===== src/rtl/core/mdf_pkg.sv =====
package mdf_pkg;

  localparam int unsigned DATA_W    = 32;
  localparam int unsigned DIV_STEPS = 32;

  typedef enum logic [2:0] {
    OP_MUL       = 3'd0,
    OP_DIVU      = 3'd1,
    OP_DIVS      = 3'd2,
    OP_MULU_FULL = 3'd3,
    OP_MULS_FULL = 3'd4
  } op_t;

  typedef enum logic [1:0] {
    W8  = 2'd0,
    W16 = 2'd1,
    W32 = 2'd2
  } width_t;

  typedef enum logic [1:0] {
    K_NOP  = 2'd0,
    K_MUL  = 2'd1,
    K_FULL = 2'd2,
    K_DIV  = 2'd3
  } kind_t;

  // classified item as it travels from front to back
  typedef struct packed {
    kind_t             kind;
    width_t            width;
    logic              neg;
    logic              div0;
    logic [DATA_W-1:0] a;
    logic [DATA_W-1:0] b;
  } entry_t;

  // one slot of the back pipeline; rem/quo hold the product for multiplies
  typedef struct packed {
    kind_t             kind;
    width_t            width;
    logic              neg;
    logic              div0;
    logic [DATA_W-1:0] d;
    logic [DATA_W-1:0] rem;
    logic [DATA_W-1:0] quo;
  } stage_t;

  function automatic logic [DATA_W-1:0] width_mask(width_t w);
    logic [DATA_W-1:0] m;
    case (w)
      W8:      m = 32'h0000_00FF;
      W16:     m = 32'h0000_FFFF;
      default: m = 32'hFFFF_FFFF;
    endcase
    return m;
  endfunction

  function automatic logic [DATA_W-1:0] width_sign(width_t w);
    logic [DATA_W-1:0] s;
    case (w)
      W8:      s = 32'h0000_0080;
      W16:     s = 32'h0000_8000;
      default: s = 32'h8000_0000;
    endcase
    return s;
  endfunction

endpackage


===== src/rtl/core/mdf_queue.sv =====
module mdf_queue #(
  parameter int unsigned DEPTH = 2
) (
  input  logic            clk,
  input  logic            rst,
  input  logic            push,
  input  mdf_pkg::entry_t push_entry,
  input  logic            pop,
  output logic            full,
  output logic            valid,
  output mdf_pkg::entry_t head
);

  localparam int unsigned PTR_W = (DEPTH > 1) ? $clog2(DEPTH) : 1;
  localparam int unsigned CNT_W = $clog2(DEPTH + 1);

  mdf_pkg::entry_t mem [DEPTH];
  logic [PTR_W-1:0] wr_ptr;
  logic [PTR_W-1:0] rd_ptr;
  logic [CNT_W-1:0] count;
  logic             do_pop;

  assign full   = (count == CNT_W'(DEPTH));
  assign valid  = (count != '0);
  assign head   = mem[rd_ptr];
  assign do_pop = pop && valid;

  always_ff @(posedge clk) begin
    if (rst) begin
      wr_ptr <= '0;
      rd_ptr <= '0;
      count  <= '0;
    end else begin
      if (push) begin
        wr_ptr <= (wr_ptr == PTR_W'(DEPTH - 1)) ? '0 : wr_ptr + 1'b1;
      end
      if (do_pop) begin
        rd_ptr <= (rd_ptr == PTR_W'(DEPTH - 1)) ? '0 : rd_ptr + 1'b1;
      end
      count <= count + CNT_W'(push) - CNT_W'(do_pop);
    end
  end

  always_ff @(posedge clk) begin
    if (push) begin
      mem[wr_ptr] <= push_entry;
    end
  end

endmodule


===== config.mk =====
export PLATFORM = sky130hd
export DESIGN_NAME = mdf_queue
export DESIGN_NICKNAME = d
export VERILOG_FILES = /design/src/rtl/core/mdf_pkg.sv /design/src/rtl/core/mdf_queue.sv
export SDC_FILE = /design/constraint.sdc
export NUM_CORES = 1
export LEC_CHECK = 0
export BUFFER_PORTS_ARGS = -buffer_cell sky130_fd_sc_hd__buf_4
export CAP_MARGIN = 10
export CORE_ASPECT_RATIO = 0.5
export CORE_MARGIN = 2
export CORE_UTILIZATION = 52
export DETAILED_ROUTE_END_ITERATION = 10
export HOLD_SLACK_MARGIN = 0.1
export PLACE_DENSITY = 0.79
export RECOVER_POWER = 50
export SKIP_LAST_GASP = 1
export SLEW_MARGIN = 20
export SYNTH_ARGS = -nofsm -noshare
export SYNTH_HDL_FRONTEND = slang
export SYNTH_SLANG_ARGS = --single-unit

===== constraint.sdc =====
create_clock -name clk -period 5.7 [get_ports clk]
set_input_delay 0 -clock clk [delete_from_list [all_inputs] [get_ports clk]]
set_output_delay 0 -clock clk [all_outputs]
set_load 0.05 [all_outputs]

==> metrics.csv <==
stage;metric;value;unit
drt;final wirelength;11120;um
timing;setup violators final;0;
timing;fin crit share;0.4311;
drt;antenna-violating nets left;0;
logic_synthesis;Post-synth EDFFs;140;
logic_synthesis;biggest area consumer among synthesized cells;edfxtp_1;
logic_synthesis;unique cell type count in the Yosys netlist;15;
logic_synthesis;post-synthesis cell count;241;
power;Net Sw Frac;0.3124;
drt;Vias/cell;4.794;
layout;cell area after layout;8074;um^2
logic_synthesis;warnings from Yosys;0;
logic_synthesis;synthesized flop and latch total;145;
grt;first-pass GRT wire length;16990;um
clock_tree;htree depth;4;
die;# rows;26;
power;internal power;2.417;mW
critical_path;CP required;5700;ps
logic_synthesis;Top FF cell, synth;edfxtp_1;
clock_tree;CTS sink count;145;
logic_synthesis;Mapped Avg Cell Area;23.44;um^2
grt;Total GRT Usage;0.1999;
critical_path;crit path launch type;flop;
critical_path;Top cell by count, worst path;buf_4;
timing;setup TNS;0;ps
clock_tree;cts repair resizes;0;
power;Comb pwr share;0.299;
logic_synthesis;async set-or-reset flop fraction in the synthesized netlist;0;
timing;unrepaired setup endpoints after global routing;false;
logic_synthesis;Net Count, Synth;317;
die;Initial Util;0.5444;
power;switching pwr;1.098;mW
outcome;status;finished, final reports clean;
clock_tree;CTS root buffer;clkbuf_16;
logic_synthesis;Seq/Total Area, Yosys;0.7619;
timing;post-route setup slack;3243;ps
grt;initial antenna violation count;0;
placement;Final HPWL DP;6462;um
placement;Setup Slack @ Placement;3682;ps
critical_path;critical path class;flop to output pin;
timing;Max-slew headroom;0.3720;
die;core area;10380;um^2
critical_path;Crit-path slowest cell;dfxtp_4;
power;total power;3.515;mW
die;Die ar.;11760;um^2
grt;largest net degree at the start of global routing;71;
drt;drc violations;0;
die;Die W;151.4;um
power;Seq pwr share;0.375;
timing;minimum clock period;2457;ps
drt;vias after detailed routing;3001;
timing;Slew @ Worst Pin;942.0;ps
clock_tree;CTS tree;done;
clock_tree;Clock Path Buffers;2;
die;die height;77.70;um
hold_path;Hold Path Depth;2;
grt;vias in the first global route;3279;
critical_path;CP max FO;38;
drt;drt initial violations;199;
placement;Port Buffers;145;
layout;nets;549;
power;peak supply drop;0.3564;mV
job;max-cap violations;0;
power;clock power share;0.326;
logic_synthesis;top-count cell post-synth;edfxtp_1;
logic_synthesis;top-area cell type share of the netlist area;0.7442;
timing;max-slew violation total from the final report;0;
grt;Remaining Overflow, GRT;0;
drt;wire per inst;17.77;um
critical_path;worst endpoint data arrival time;2460;ps
placement;Placement Cell Area;6790;um^2
critical_path;CP peak stage delay;750;ps
logic_synthesis;top post-synthesis cells by area;edfxtp_1 (74%), mux2_4 (19%), buf_12 (2.5%);
critical_path;Cell Chain, Critical Path;buf_4 -> mux2_4 -> buf_4;
timing;Final Hold Viols;0;
timing;Max Freq;407.0;MHz
clock_tree;Clock transition at path regs;60;ps
timing;Clock Skews;4.007;ps
placement;RePlAce Congestion;0.7224;
drt;First-pass DRT Iterations;4;
layout;Ant. Diodes;0;
logic_synthesis;Post-synth top cells;edfxtp_1 (140), mux2_4 (70), buf_12 (7);
hold_path;Hold/Removal Path Class;input port to flop;
power;P_leak;3.159;nW
clock_tree;TritonCTS buffer count;17;
critical_path;R2R cell count;7;
clock_tree;post-CTS setup buffer count;0;
die;# IOs;146;
critical_path;Crit. End Element;output pin;
power;power per cell area;435.3;nW/um^2
logic_synthesis;Post-Syn Area;5649;um^2
layout;layout cell share with drive strength beyond 1;0.4794;
layout;area growth from synthesis to layout;42.92;%
clock_tree;Worst-Skew Late Latency;400;ps
==> final cells by class <==
cell class | instances | area, um^2
clock buffer | 18 | 429.2
clock inverter | 14 | 188.9
fill | 582 | 2303
inverter | 2 | 7.507
multi-input combinational | 86 | 1196
sequential | 145 | 4308
tap | 140 | 175.2
timing repair buffer | 221 | 1769
==> worst paths after layout <==
path,startpoint,endpoint,slack [ps]
setup reg to reg,count[1],count[1],3740
setup / recovery,flop,head[3],3240
hold reg to reg,wr_ptr,wr_ptr,600
hold / removal,push_entry[52],mem[0][52],350
==> cell families after synthesis <==
kind of cell             count (synthesis)  synth area share
XOR/XNOR                                 2          0.005537
AND/OR/NAND/NOR                          9          0.008638
AO/OA/AOI/OAI                            1          0.001329
multiplexers                            72            0.1900
buffers and inverters                   10           0.02813
flip-flops                             145            0.7619
adder cells (fa/ha/maj)                  2          0.004429
==> state kept, by name, summed over array words and instances, names as in the netlist, named ones only <==
name    cells
rd_ptr      1
wr_ptr      1
mem       140
count       2
==> power by group through the flow <==
stage,Combinational [mW],Sequential (mW),Clock (mW)
final,1.05,1.32,1.15
after global routing,1.09,1.33,1.22
after CTS,1.07,1.32,1.15
after detailed placement,1.02,1.34,0
after global placement,1.00,1.33,0
after floorplan,0.853,1.30,0
==> worst max-delay path, delay by kind of cell, from the launching register on <==
kind,cells,cell delay (ps)
mux,1,360
buf+inv,2,860
flops,1,750
==> per-stage QoR <==
step | utilization | instances | hold WS [ps]
final | 0.7780 | 626 | 345.3
after CTS | 0.7853 | 626 | 311.1
after detailed placement | 0.6543 | 520 | 188.2
after global routing | 0.7780 | 626 | 335.4
after global placement | 0.6543 | 520 | 185.1
after floorplan | - | 241 | 71.61
==> repair_timing <==
action	4_1_cts	5_1_grt
hold buffers	74	0
hold endpoints to repair	145	0
endpoints found under the setup margin	0	0
==> per-layer routing <==
layer | vias to the layer above | share of wire | track usage
met1 | 1481 | 0.38 | 0.2196
met5 | - | 0 | 0
met3 | 17 | 0.038 | 0.04588
met2 | 87 | 0.57 | 0.3756
li1 | 1416 | - | -
met4 | 0 | 0.018 | 0.07757
==> cell usage in the layout (no fill, tap or decap), types with 2 or more instances in the layout <==
master,n
dfxtp_1,4
ha_1,2
clkbuf_16,17
nor2_1,3
nor2b_1,3
clkinvlp_4,5
edfxtp_1,140
clkbuf_1,21
mux2_2,2
buf_4,75
clkinv_2,2
clkbuf_4,52
mux2_4,70
inv_1,2
bufinv_16,4
dlygate4sd3_1,74
Note: power is estimated with default switching activity, not from simulation.
