### config.mk
export PLATFORM = sky130hd
export DESIGN_NAME = mdf_front_flat
export DESIGN_NICKNAME = d
export VERILOG_FILES = /design/src/rtl/core/mdf_pkg.sv /design/src/rtl/core/mdf_if.sv /design/src/rtl/core/mdf_front.sv /design/src/flat_wrapper.sv
export SDC_FILE = /design/constraint.sdc
export NUM_CORES = 1
export LEC_CHECK = 0
export BUFFER_PORTS_ARGS = -buffer_cell sky130_fd_sc_hd__buf_4
export CORE_MARGIN = 10
export CORE_UTILIZATION = 53
export DETAILED_ROUTE_END_ITERATION = 8
export GPL_ROUTABILITY_DRIVEN = 0
export PLACE_DENSITY = 0.95
export SYNTH_ARGS = -nofsm -noshare
export SYNTH_HDL_FRONTEND = slang
export SYNTH_SLANG_ARGS = --single-unit
### constraint.sdc
create_clock -name vclk -period 3.14
set_input_delay 0.314 -clock vclk [all_inputs]
set_output_delay 0.314 -clock vclk [all_outputs]
set_load 0.1 [all_outputs]
### src/rtl/core/mdf_pkg.sv
package mdf_pkg;

  localparam int unsigned DATA_W    = 32;
  localparam int unsigned DIV_STEPS = 32;

  typedef enum logic [2:0] {
    OP_MUL       = 3'd0,
    OP_DIVU      = 3'd1,
    OP_DIVS      = 3'd2,
    OP_MULU_FULL = 3'd3,
    OP_MULS_FULL = 3'd4
  } op_t;

  typedef enum logic [1:0] {
    W8  = 2'd0,
    W16 = 2'd1,
    W32 = 2'd2
  } width_t;

  typedef enum logic [1:0] {
    K_NOP  = 2'd0,
    K_MUL  = 2'd1,
    K_FULL = 2'd2,
    K_DIV  = 2'd3
  } kind_t;

  // classified item as it travels from front to back
  typedef struct packed {
    kind_t             kind;
    width_t            width;
    logic              neg;
    logic              div0;
    logic [DATA_W-1:0] a;
    logic [DATA_W-1:0] b;
  } entry_t;

  // one slot of the back pipeline; rem/quo hold the product for multiplies
  typedef struct packed {
    kind_t             kind;
    width_t            width;
    logic              neg;
    logic              div0;
    logic [DATA_W-1:0] d;
    logic [DATA_W-1:0] rem;
    logic [DATA_W-1:0] quo;
  } stage_t;

  function automatic logic [DATA_W-1:0] width_mask(width_t w);
    logic [DATA_W-1:0] m;
    case (w)
      W8:      m = 32'h0000_00FF;
      W16:     m = 32'h0000_FFFF;
      default: m = 32'hFFFF_FFFF;
    endcase
    return m;
  endfunction

  function automatic logic [DATA_W-1:0] width_sign(width_t w);
    logic [DATA_W-1:0] s;
    case (w)
      W8:      s = 32'h0000_0080;
      W16:     s = 32'h0000_8000;
      default: s = 32'h8000_0000;
    endcase
    return s;
  endfunction

endpackage

### src/rtl/core/mdf_if.sv
interface mdf_in_if;
  logic        valid;
  logic        ready;
  logic [2:0]  operation;
  logic [1:0]  width;
  logic [31:0] operand_a;
  logic [31:0] operand_b;

  modport source (output valid, operation, width, operand_a, operand_b, input ready);
  modport sink   (input valid, operation, width, operand_a, operand_b, output ready);
endinterface


### src/rtl/core/mdf_front.sv
module mdf_front (
  mdf_in_if.sink          in,
  input  logic            full,
  output logic            push,
  output mdf_pkg::entry_t entry
);

  logic [31:0]     mask;
  logic [31:0]     sign;
  logic [31:0]     am;
  logic [31:0]     bm;
  logic            na;
  logic            nb;
  mdf_pkg::width_t w;

  assign in.ready = !full;
  assign push     = in.valid && !full;

  always_comb begin
    w     = (in.width == 2'd3) ? mdf_pkg::W32 : mdf_pkg::width_t'(in.width);
    mask  = mdf_pkg::width_mask(w);
    sign  = mdf_pkg::width_sign(w);
    am    = in.operand_a & mask;
    bm    = in.operand_b & mask;
    na    = (am & sign) != '0;
    nb    = (bm & sign) != '0;
    entry = '{kind: mdf_pkg::K_NOP, width: w, neg: 1'b0, div0: 1'b0, a: am, b: bm};
    case (in.operation)
      mdf_pkg::OP_MUL: begin
        entry.kind = mdf_pkg::K_MUL;
      end
      mdf_pkg::OP_DIVU: begin
        entry.kind = mdf_pkg::K_DIV;
        entry.div0 = (bm == '0);
      end
      mdf_pkg::OP_DIVS: begin
        // divide magnitudes, fix the sign of the quotient at the end
        entry.kind = mdf_pkg::K_DIV;
        entry.div0 = (bm == '0);
        entry.neg  = na ^ nb;
        entry.a    = na ? ((32'd0 - am) & mask) : am;
        entry.b    = nb ? ((32'd0 - bm) & mask) : bm;
      end
      mdf_pkg::OP_MULU_FULL: begin
        entry.kind  = mdf_pkg::K_FULL;
        entry.width = mdf_pkg::W32;
        entry.a     = in.operand_a;
        entry.b     = in.operand_b;
      end
      mdf_pkg::OP_MULS_FULL: begin
        entry.kind  = mdf_pkg::K_FULL;
        entry.width = mdf_pkg::W32;
        entry.neg   = in.operand_a[31] ^ in.operand_b[31];
        entry.a     = in.operand_a[31] ? (32'd0 - in.operand_a) : in.operand_a;
        entry.b     = in.operand_b[31] ? (32'd0 - in.operand_b) : in.operand_b;
      end
      default: begin
        entry.kind = mdf_pkg::K_NOP;
      end
    endcase
  end

endmodule

### src/flat_wrapper.sv
// flat-port wrapper written by rule: the top's interface ports become plain ports
module mdf_front_flat 
  (full, push, entry, in_valid, in_operation, in_width, in_operand_a, in_operand_b, in_ready);
  mdf_in_if in_i ();
  input  logic full;
  output logic push;
  output mdf_pkg::entry_t entry;
  input wire logic [$bits(in_i.valid)-1:0] in_valid;
  input wire logic [$bits(in_i.operation)-1:0] in_operation;
  input wire logic [$bits(in_i.width)-1:0] in_width;
  input wire logic [$bits(in_i.operand_a)-1:0] in_operand_a;
  input wire logic [$bits(in_i.operand_b)-1:0] in_operand_b;
  output wire logic [$bits(in_i.ready)-1:0] in_ready;
  assign in_i.valid = in_valid;
  assign in_i.operation = in_operation;
  assign in_i.width = in_width;
  assign in_i.operand_a = in_operand_a;
  assign in_i.operand_b = in_operand_b;
  assign in_ready = in_i.ready;
  mdf_front u_core (.in(in_i), .full(full), .push(push), .entry(entry));
endmodule
==> reports/qor.txt, run 1 <==
Hold crit path type: in2out
Pwr/cell area: 263.7 mW/mm²
Routed vias/inst: 7.326
Violated checks: design-rule violations
Tcrit/Tclk final: 98.57%
Minimum clock period: 3.095 ns
Vias: 6,674
Critical-path maximum fanout: 8
Die area: 0.01137 mm²
Peak supply drop: 0.2154 mV
Antenna Violating Nets Remaining: 0
Comb pwr share: 100.0%
CLK BUF: 0
DRT Pass-1 Iters: 9
Drt first-iter violations: 1,125
Residual DRC count: 12
Netlist area before placement: 0.003979 mm²
Net Sw Frac: 73.43%
Grt ovf: 0
Post-Syn Nets: 753
Lkg Pwr: 2.266 nW
Multi-input logic area: 0.004118 mm²
Yosys warns: 0
Pre-CTS WS: 0.02187 ns
# Post-CTS Setup Buffers: 0
Total GRT Usage: 29.98%
# setup viols final: 0
Total power: 1.530 mW
Sequential fraction of design power: 0%
HPWL Detailed: 14,340 µm
Chip Width: 106.6 µm
Syn Inst Count: 680
Hold_buf cts: 0
Resize count post-CTS: 0
Count of pins over their slew limit: 0
Sequential-to-total area share from yosys stat: 0%
Starting Density: 54.56%
I/O pin count: 143
Port buffer count: 143
Register Area: 0 µm²
Clock power frac: 0%
Final wirelength: 19,020 µm
Fin nets: 887
Largest net degree at the start of global routing: 35
Core area: 0.007292 mm²
Status: complete, but fails checks
Die span in y: 106.6 µm
Worst Path Required: 2.83 ns
First-pass GRT wire length: 29,940 µm
FILL cells: 516
Maximum clock rate: 323.1 MHz
Final WS setup: 0.04506 ns
Number of global-route vias before repair: 6,289
Routed WL per cell: 20.87 µm
FFs & Latches: 0
Final hold violation count: 0
Antenna violations before repair: 0
CP startpoint kind: input port
Std-Cell Rows: 31
Avg Synthesized Cell Area: 5.851 µm²
Relative slew slack: 51.39%
Post-synthesis cell type count: 79
Pin slew with the least headroom to its limit: 0.7215 ns
Crit. End Element: output port
Layout area overhead: 45.82%
CP arrival: 2.78 ns
Psw: 1.123 mW
Internal Power: 0.4065 mW
Layout cells sized above 1: 34.36%
# Max-Cap Violations: 0
Worst setup path category: in2out
Inserted Diodes: 0
-- path summary, 6_finish.rpt --
kind | endpoint | cells past startpoint | slack (ns) | startpoint
worst min-delay path | in_ready | 3 | 0.96 | full
worst max-delay path | entry[29] | 8 | 0.05 | in_operand_b[20]
-- power groups by stage --
stage          sequential (mW)  combinational (mW)  clock [mW]
2_1_floorplan                0                1.11           0
3_3_place_gp                 0                1.47           0
3_5_place_dp                 0                1.50           0
4_1_cts                      0                1.50           0
5_1_grt                      0                1.58           0
6_report                     0                1.53           0
-- cells in the mapped netlist, types with 6 or more instances --
library cell | n | area [µm²]
or4_1 | 12 | 90.09
a211oi_1 | 7 | 52.55
o21a_1 | 6 | 45.04
o22ai_1 | 10 | 62.56
inv_1 | 16 | 60.06
clkbuf_1 | 58 | 217.7
o21ai_0 | 52 | 260.3
nor2b_1 | 6 | 37.54
a31oi_1 | 24 | 150.1
a22oi_1 | 7 | 52.55
xor2_1 | 20 | 175.2
a21o_1 | 6 | 45.04
o211ai_1 | 15 | 112.6
o31ai_1 | 13 | 97.59
xnor2_1 | 12 | 105.1
nor4_1 | 12 | 75.07
nor3_1 | 36 | 180.2
and2_1 | 6 | 37.54
or3_1 | 19 | 118.9
nor2_1 | 59 | 221.5
a21oi_1 | 85 | 425.4
nand2_1 | 67 | 251.5
nand3_1 | 14 | 70.07
-- critical path, stage by stage --
cell	delay, ns
buf_4	0.14
or4_1	0.60
or4_1	0.55
o31ai_1	0.46
xnor2_1	0.20
nor2_1	0.07
o22ai_2	0.12
buf_4	0.31
-- layer usage --
layer | up-vias | share of wire, % | GRT usage, %
li1 | 2871 | - | -
met1 | 2960 | 35 | 36.22
met2 | 668 | 44 | 49.21
met3 | 175 | 16 | 7.006
met4 | 0 | 5.4 | 13.83
met5 | - | 0 | 0
-- per-stage QoR --
stage	hold slack (ns)	utilization (%)	instance area, µm²	setup TNS, ns	instances
after floorplan	0.8927	-	4451	-2.785	680
after global placement	0.9578	79.26	5779	0	911
after detailed placement	0.9631	79.26	5779	0	911
after CTS	0.9631	79.26	5779	0	911
after global routing	0.9708	79.56	5802	-0.1041	911
final	0.9623	79.56	5802	0	911
-- cell usage in the layout, fill, tap and decap left out, types with 9 or more instances in the layout --
cell type,instances
buf_4,193
a21oi_1,80
nand2_1,67
nor2_1,59
o21ai_0,44
nor3_1,32
a31oi_1,23
or3_1,19
o211ai_1,15
nand3_1,14
inv_1,14
or4_1,11
o31ai_1,11
nor4_1,11
xnor2_1,11
xor2_2,11
xor2_1,9
-- cell families after synthesis --
| group | synth area share, % |
|---|---|
| muxes | 2.138 |
| AOI/OAI and AO/OA | 46.26 |
| and+or+nand+nor | 36.01 |
| buffers and inverters | 7.924 |
| adders and majority gates | 0.6288 |
| xor gates and xnor gates | 7.044 |
-- area by class of cell --
class	instances	share of cell area [%]
multi-input combinational	600	70.97
timing repair buffer	196	25.56
tap	99	2.135
inverter	16	1.337
No activity file was read; power rests on OpenSTA's default activity.
==> inputs of run 2 (changes only) <==
--- a/config.mk
+++ b/config.mk
@@ -6,6 +6,7 @@
 export NUM_CORES = 1
 export LEC_CHECK = 0
 export BUFFER_PORTS_ARGS = -buffer_cell sky130_fd_sc_hd__buf_4
+export CORE_ASPECT_RATIO = 1.25
 export CORE_MARGIN = 10
 export CORE_UTILIZATION = 53
 export DETAILED_ROUTE_END_ITERATION = 8
==> reports/qor.txt, run 2 (same netlist as run 1, synthesis figures left out) <==
Status: complete, but fails checks
Violated checks: design-rule violations
# setup viols final: 0
First-pass GRT wire length: 31,390 µm
Critical-path maximum fanout: 4
I/O pin count: 143
Antenna violations before repair: 0
HPWL Detailed: 14,950 µm
DRT Pass-1 Iters: 9
Fin nets: 883
Register Area: 0 µm²
Tcrit/Tclk final: 99.48%
Lkg Pwr: 2.261 nW
Residual DRC count: 1
FFs & Latches: 0
Fin cells: 900
Peak supply drop: 0.2222 mV
Port buffer count: 143
CP startpoint kind: input port
# Max-Cap Violations: 0
Final wirelength: 19,710 µm
Starting Density: 54.08%
Routed vias/inst: 7.463
Largest net degree at the start of global routing: 41
Worst hold path stage count: 3
Worst setup path category: in2out
Worst Path Required: 2.83 ns
Most frequent cells in the layout: buf_4 (187), a21oi_1 (80), nand2_1 (67), nor2_1 (59), o21ai_0 (41)
Count of pins over their slew limit: 0
Routed WL per cell: 21.90 µm
Antenna Violating Nets Remaining: 0
Hold_buf cts: 0
Commonest non-fill, non-tap cell in the layout: buf_4
Pin slew with the least headroom to its limit: 0.7026 ns
Drt first-iter violations: 1,118
Die area: 0.01139 mm²
RSZ-0062 raised after global routing: yes
Maximum clock rate: 320.1 MHz
Number of global-route vias before repair: 6,397
Hold crit path type: in2out
Layout cells sized above 1: 34.03%
Setup TNS: 0 ns
Relative slew slack: 52.99%
Worst hold margin: 0.9704 ns
Final hold violation count: 0
Grt ovf: 0
Std-Cell Rows: 35
# placed instances: 900
Minimum clock period: 3.124 ns
Vias: 6,717
Pwr/cell area: 265.6 mW/mm²
Chip Width: 97.50 µm
Total GRT Usage: 31.67%
CLK BUF: 0
Inserted Diodes: 0
CP arrival: 2.81 ns
Layout area overhead: 45.69%
Crit. End Element: output port
Die span in y: 116.9 µm
Core area: 0.007357 mm²
-- run 2: layout make-up --
class,count,area [µm²]
inverters,16,77.57
fillers,516,1560
repair buffers,192,1478
well taps,92,115.1
multi-input cells,600,4126
-- run 2: path summary, 6_finish.rpt --
kind / startpoint / endpoint / slack, ns
max: in_operand_b[11] / entry[23] / 0.02
min: full / in_ready / 0.97
-- run 2: what timing repair did --
item | 4_1_cts | 5_1_grt
pin swaps | 0 | 0
endpoints found under the setup margin | 2 | 10
setup buffers | 0 | 0
resized for setup | 2 | 14
cloned | 0 | 0
-- run 2: report_power, final --
| group | switching [mW] | leakage, nW | internal [mW] | total, mW |
|---|---|---|---|---|
| Combinational | 1.13 | 2.26 | 0.410 | 1.54 |
| Sequential | 0 | 0 | 0 | 0 |
| Clock | 0 | 0 | 0 | 0 |
-- run 2: through the flow --
| stage | power (mW) | utilization [%] | instance area [µm²] | setup slack (ns) |
|---|---|---|---|---|
| 2_1_floorplan | 1.108 | - | 4451 | -0.7069 |
| 5_1_grt | 1.594 | 78.79 | 5797 | -0.01718 |
| 3_5_place_dp | 1.497 | 78.03 | 5741 | -0.06499 |
| 3_3_place_gp | 1.471 | 78.03 | 5741 | 0.06561 |
| 6_report | 1.540 | 78.79 | 5797 | 0.01631 |
| 4_1_cts | 1.501 | 78.10 | 5746 | 0.01325 |
-- run 2: routing by layer --
metal	global-route usage, %	wire [µm]
met1	33.76	6288
met2	55.34	9141
met3	9.278	2946
met4	17.77	1333
met5	0	0
-- run 2: worst max-delay path, cell delays in order --
cell and delay [ns]:
buf_4 0.12, or4_1 0.59, or3_4 0.41, or4_4 0.46, o31ai_4 0.20, o31ai_1 0.10, a311o_2 0.37, buf_4 0.23
==> inputs of run 3 (changes only) <==
--- a/config.mk
+++ b/config.mk
@@ -11,7 +11,7 @@
 export CORE_UTILIZATION = 53
 export DETAILED_ROUTE_END_ITERATION = 8
 export GPL_ROUTABILITY_DRIVEN = 0
-export PLACE_DENSITY = 0.95
+export PLACE_DENSITY = 0.88
 export SYNTH_ARGS = -nofsm -noshare
 export SYNTH_HDL_FRONTEND = slang
 export SYNTH_SLANG_ARGS = --single-unit
==> reports/qor.txt, run 3 (same netlist as run 1, synthesis figures left out) <==
Fin nets: 887
Antenna Violating Nets Remaining: 0
I/O pin count: 143
# setup viols final: 0
CLK BUF: 0
CP bufs+invs: 2
Core area: 0.007357 mm²
CP arrival: 2.79 ns
Crit path cell chain: buf_4 -> or4_1 -> or3_1 -> nor3_1 -> nand2_1 -> a2111oi_0 -> o32ai_4 -> buf_4
Number of global-route vias before repair: 6,328
First-pass GRT wire length: 30,410 µm
Peak supply drop: 0.2666 mV
Tcrit/Tclk final: 98.96%
Chip Width: 97.50 µm
Critical Path Max Stage Delay: 0.72 ns
Antenna violations before repair: 0
Critical-path maximum fanout: 5
Maximum clock rate: 321.8 MHz
Most frequent cells in the layout: buf_4 (192), a21oi_1 (80), nand2_1 (67), nor2_1 (59), o21ai_0 (44)
# Post-CTS Setup Buffers: 0
Delay-heaviest family, CP: simple AND/OR/NAND/NOR gates
RSZ-0062 raised after global routing: no
Worst Path Required: 2.83 ns
Hold crit path type: in2out
Drt first-iter violations: 814
# Max-Cap Violations: 0
Commonest non-fill, non-tap cell in the layout: buf_4
Routed vias/inst: 7.264
Inserted Diodes: 0
Total GRT Usage: 30.36%
CP startpoint kind: input port
Register Area: 0 µm²
Residual DRC count: 0
Lkg Pwr: 2.270 nW
Crit. End Element: output port
Pin slew with the least headroom to its limit: 0.8520 ns
Resize count post-CTS: 0
Total power: 1.525 mW
Std-Cell Rows: 35
FILL cells: 583
Final hold violation count: 0
Port buffer count: 143
Status: finished clean
Minimum clock period: 3.107 ns
DRT Pass-1 Iters: 7
Relative slew slack: 42.60%
Hold_buf cts: 0
Die area: 0.01139 mm²
Pwr/cell area: 263.0 mW/mm²
Worst hold margin: 0.9665 ns
Layout area overhead: 45.75%
Layout cells sized above 1: 34.24%
FFs & Latches: 0
Routed WL per cell: 21.20 µm
Starting Density: 54.08%
Final wirelength: 19,170 µm
Vias: 6,567
Count of pins over their slew limit: 0
Most common cell on crit path: buf_4
Largest net degree at the start of global routing: 41
HPWL Detailed: 14,780 µm
Slowest CP cell: a2111oi_0
Worst setup path category: in2out
Die span in y: 116.9 µm
Grt ovf: 0
-- run 3: cell count changes in the layout (fill, tap and decap cells not counted), sizes merged --
cell / change
buf: +4
-- run 3: area by class of cell --
class                           instances  area, µm²  area share [%]
Inverter                               16      77.57           1.338
Multi-Input combinational cell        600       4120           71.05
Tap cell                               92      115.1           1.985
Timing Repair Buffer                  196       1486           25.63
-- run 3: tightest hold or removal path: stages --
cell   delay, ns
buf_4       0.09
inv_1       0.03
buf_4       0.22
-- run 3: power by group --
| part | switching [mW] | internal [mW] |
|---|---|---|
| registers | 0 | 0 |
| logic | 1.12 | 0.407 |
| clock network | 0 | 0 |
| total | 1.12 | 0.407 |
-- run 3: worst paths after layout --
path                              from         to  depth (start not counted)
worst min-delay path              full   in_ready                          3
worst max-delay path  in_operand_a[12]  entry[56]                          8
-- run 3: per-layer routing --
metal / share of wire, % / global-route usage, % / vias to the layer above
li1: - / - / 2870
met1: 33 / 33.10 / 2940
met2: 49 / 54.15 / 628
met3: 13 / 6.400 / 129
met4: 5.3 / 16.70 / 0
met5: 0 / 0 / -
-- run 3: per-stage QoR --
step / setup WS [ns] / util (%) / TNS, ns / instances / instance area (µm²)
4_1_cts: 0.02196 / 78.44 / 0 / 904 / 5771
6_report: 0.03277 / 78.83 / 0 / 904 / 5799
3_3_place_gp: 0.05377 / 78.44 / 0 / 904 / 5771
3_5_place_dp: 0.03342 / 78.44 / 0 / 904 / 5771
5_1_grt: 0.002828 / 78.83 / 0 / 904 / 5799
2_1_floorplan: -0.7069 / - / -2.785 / 680 / 4451
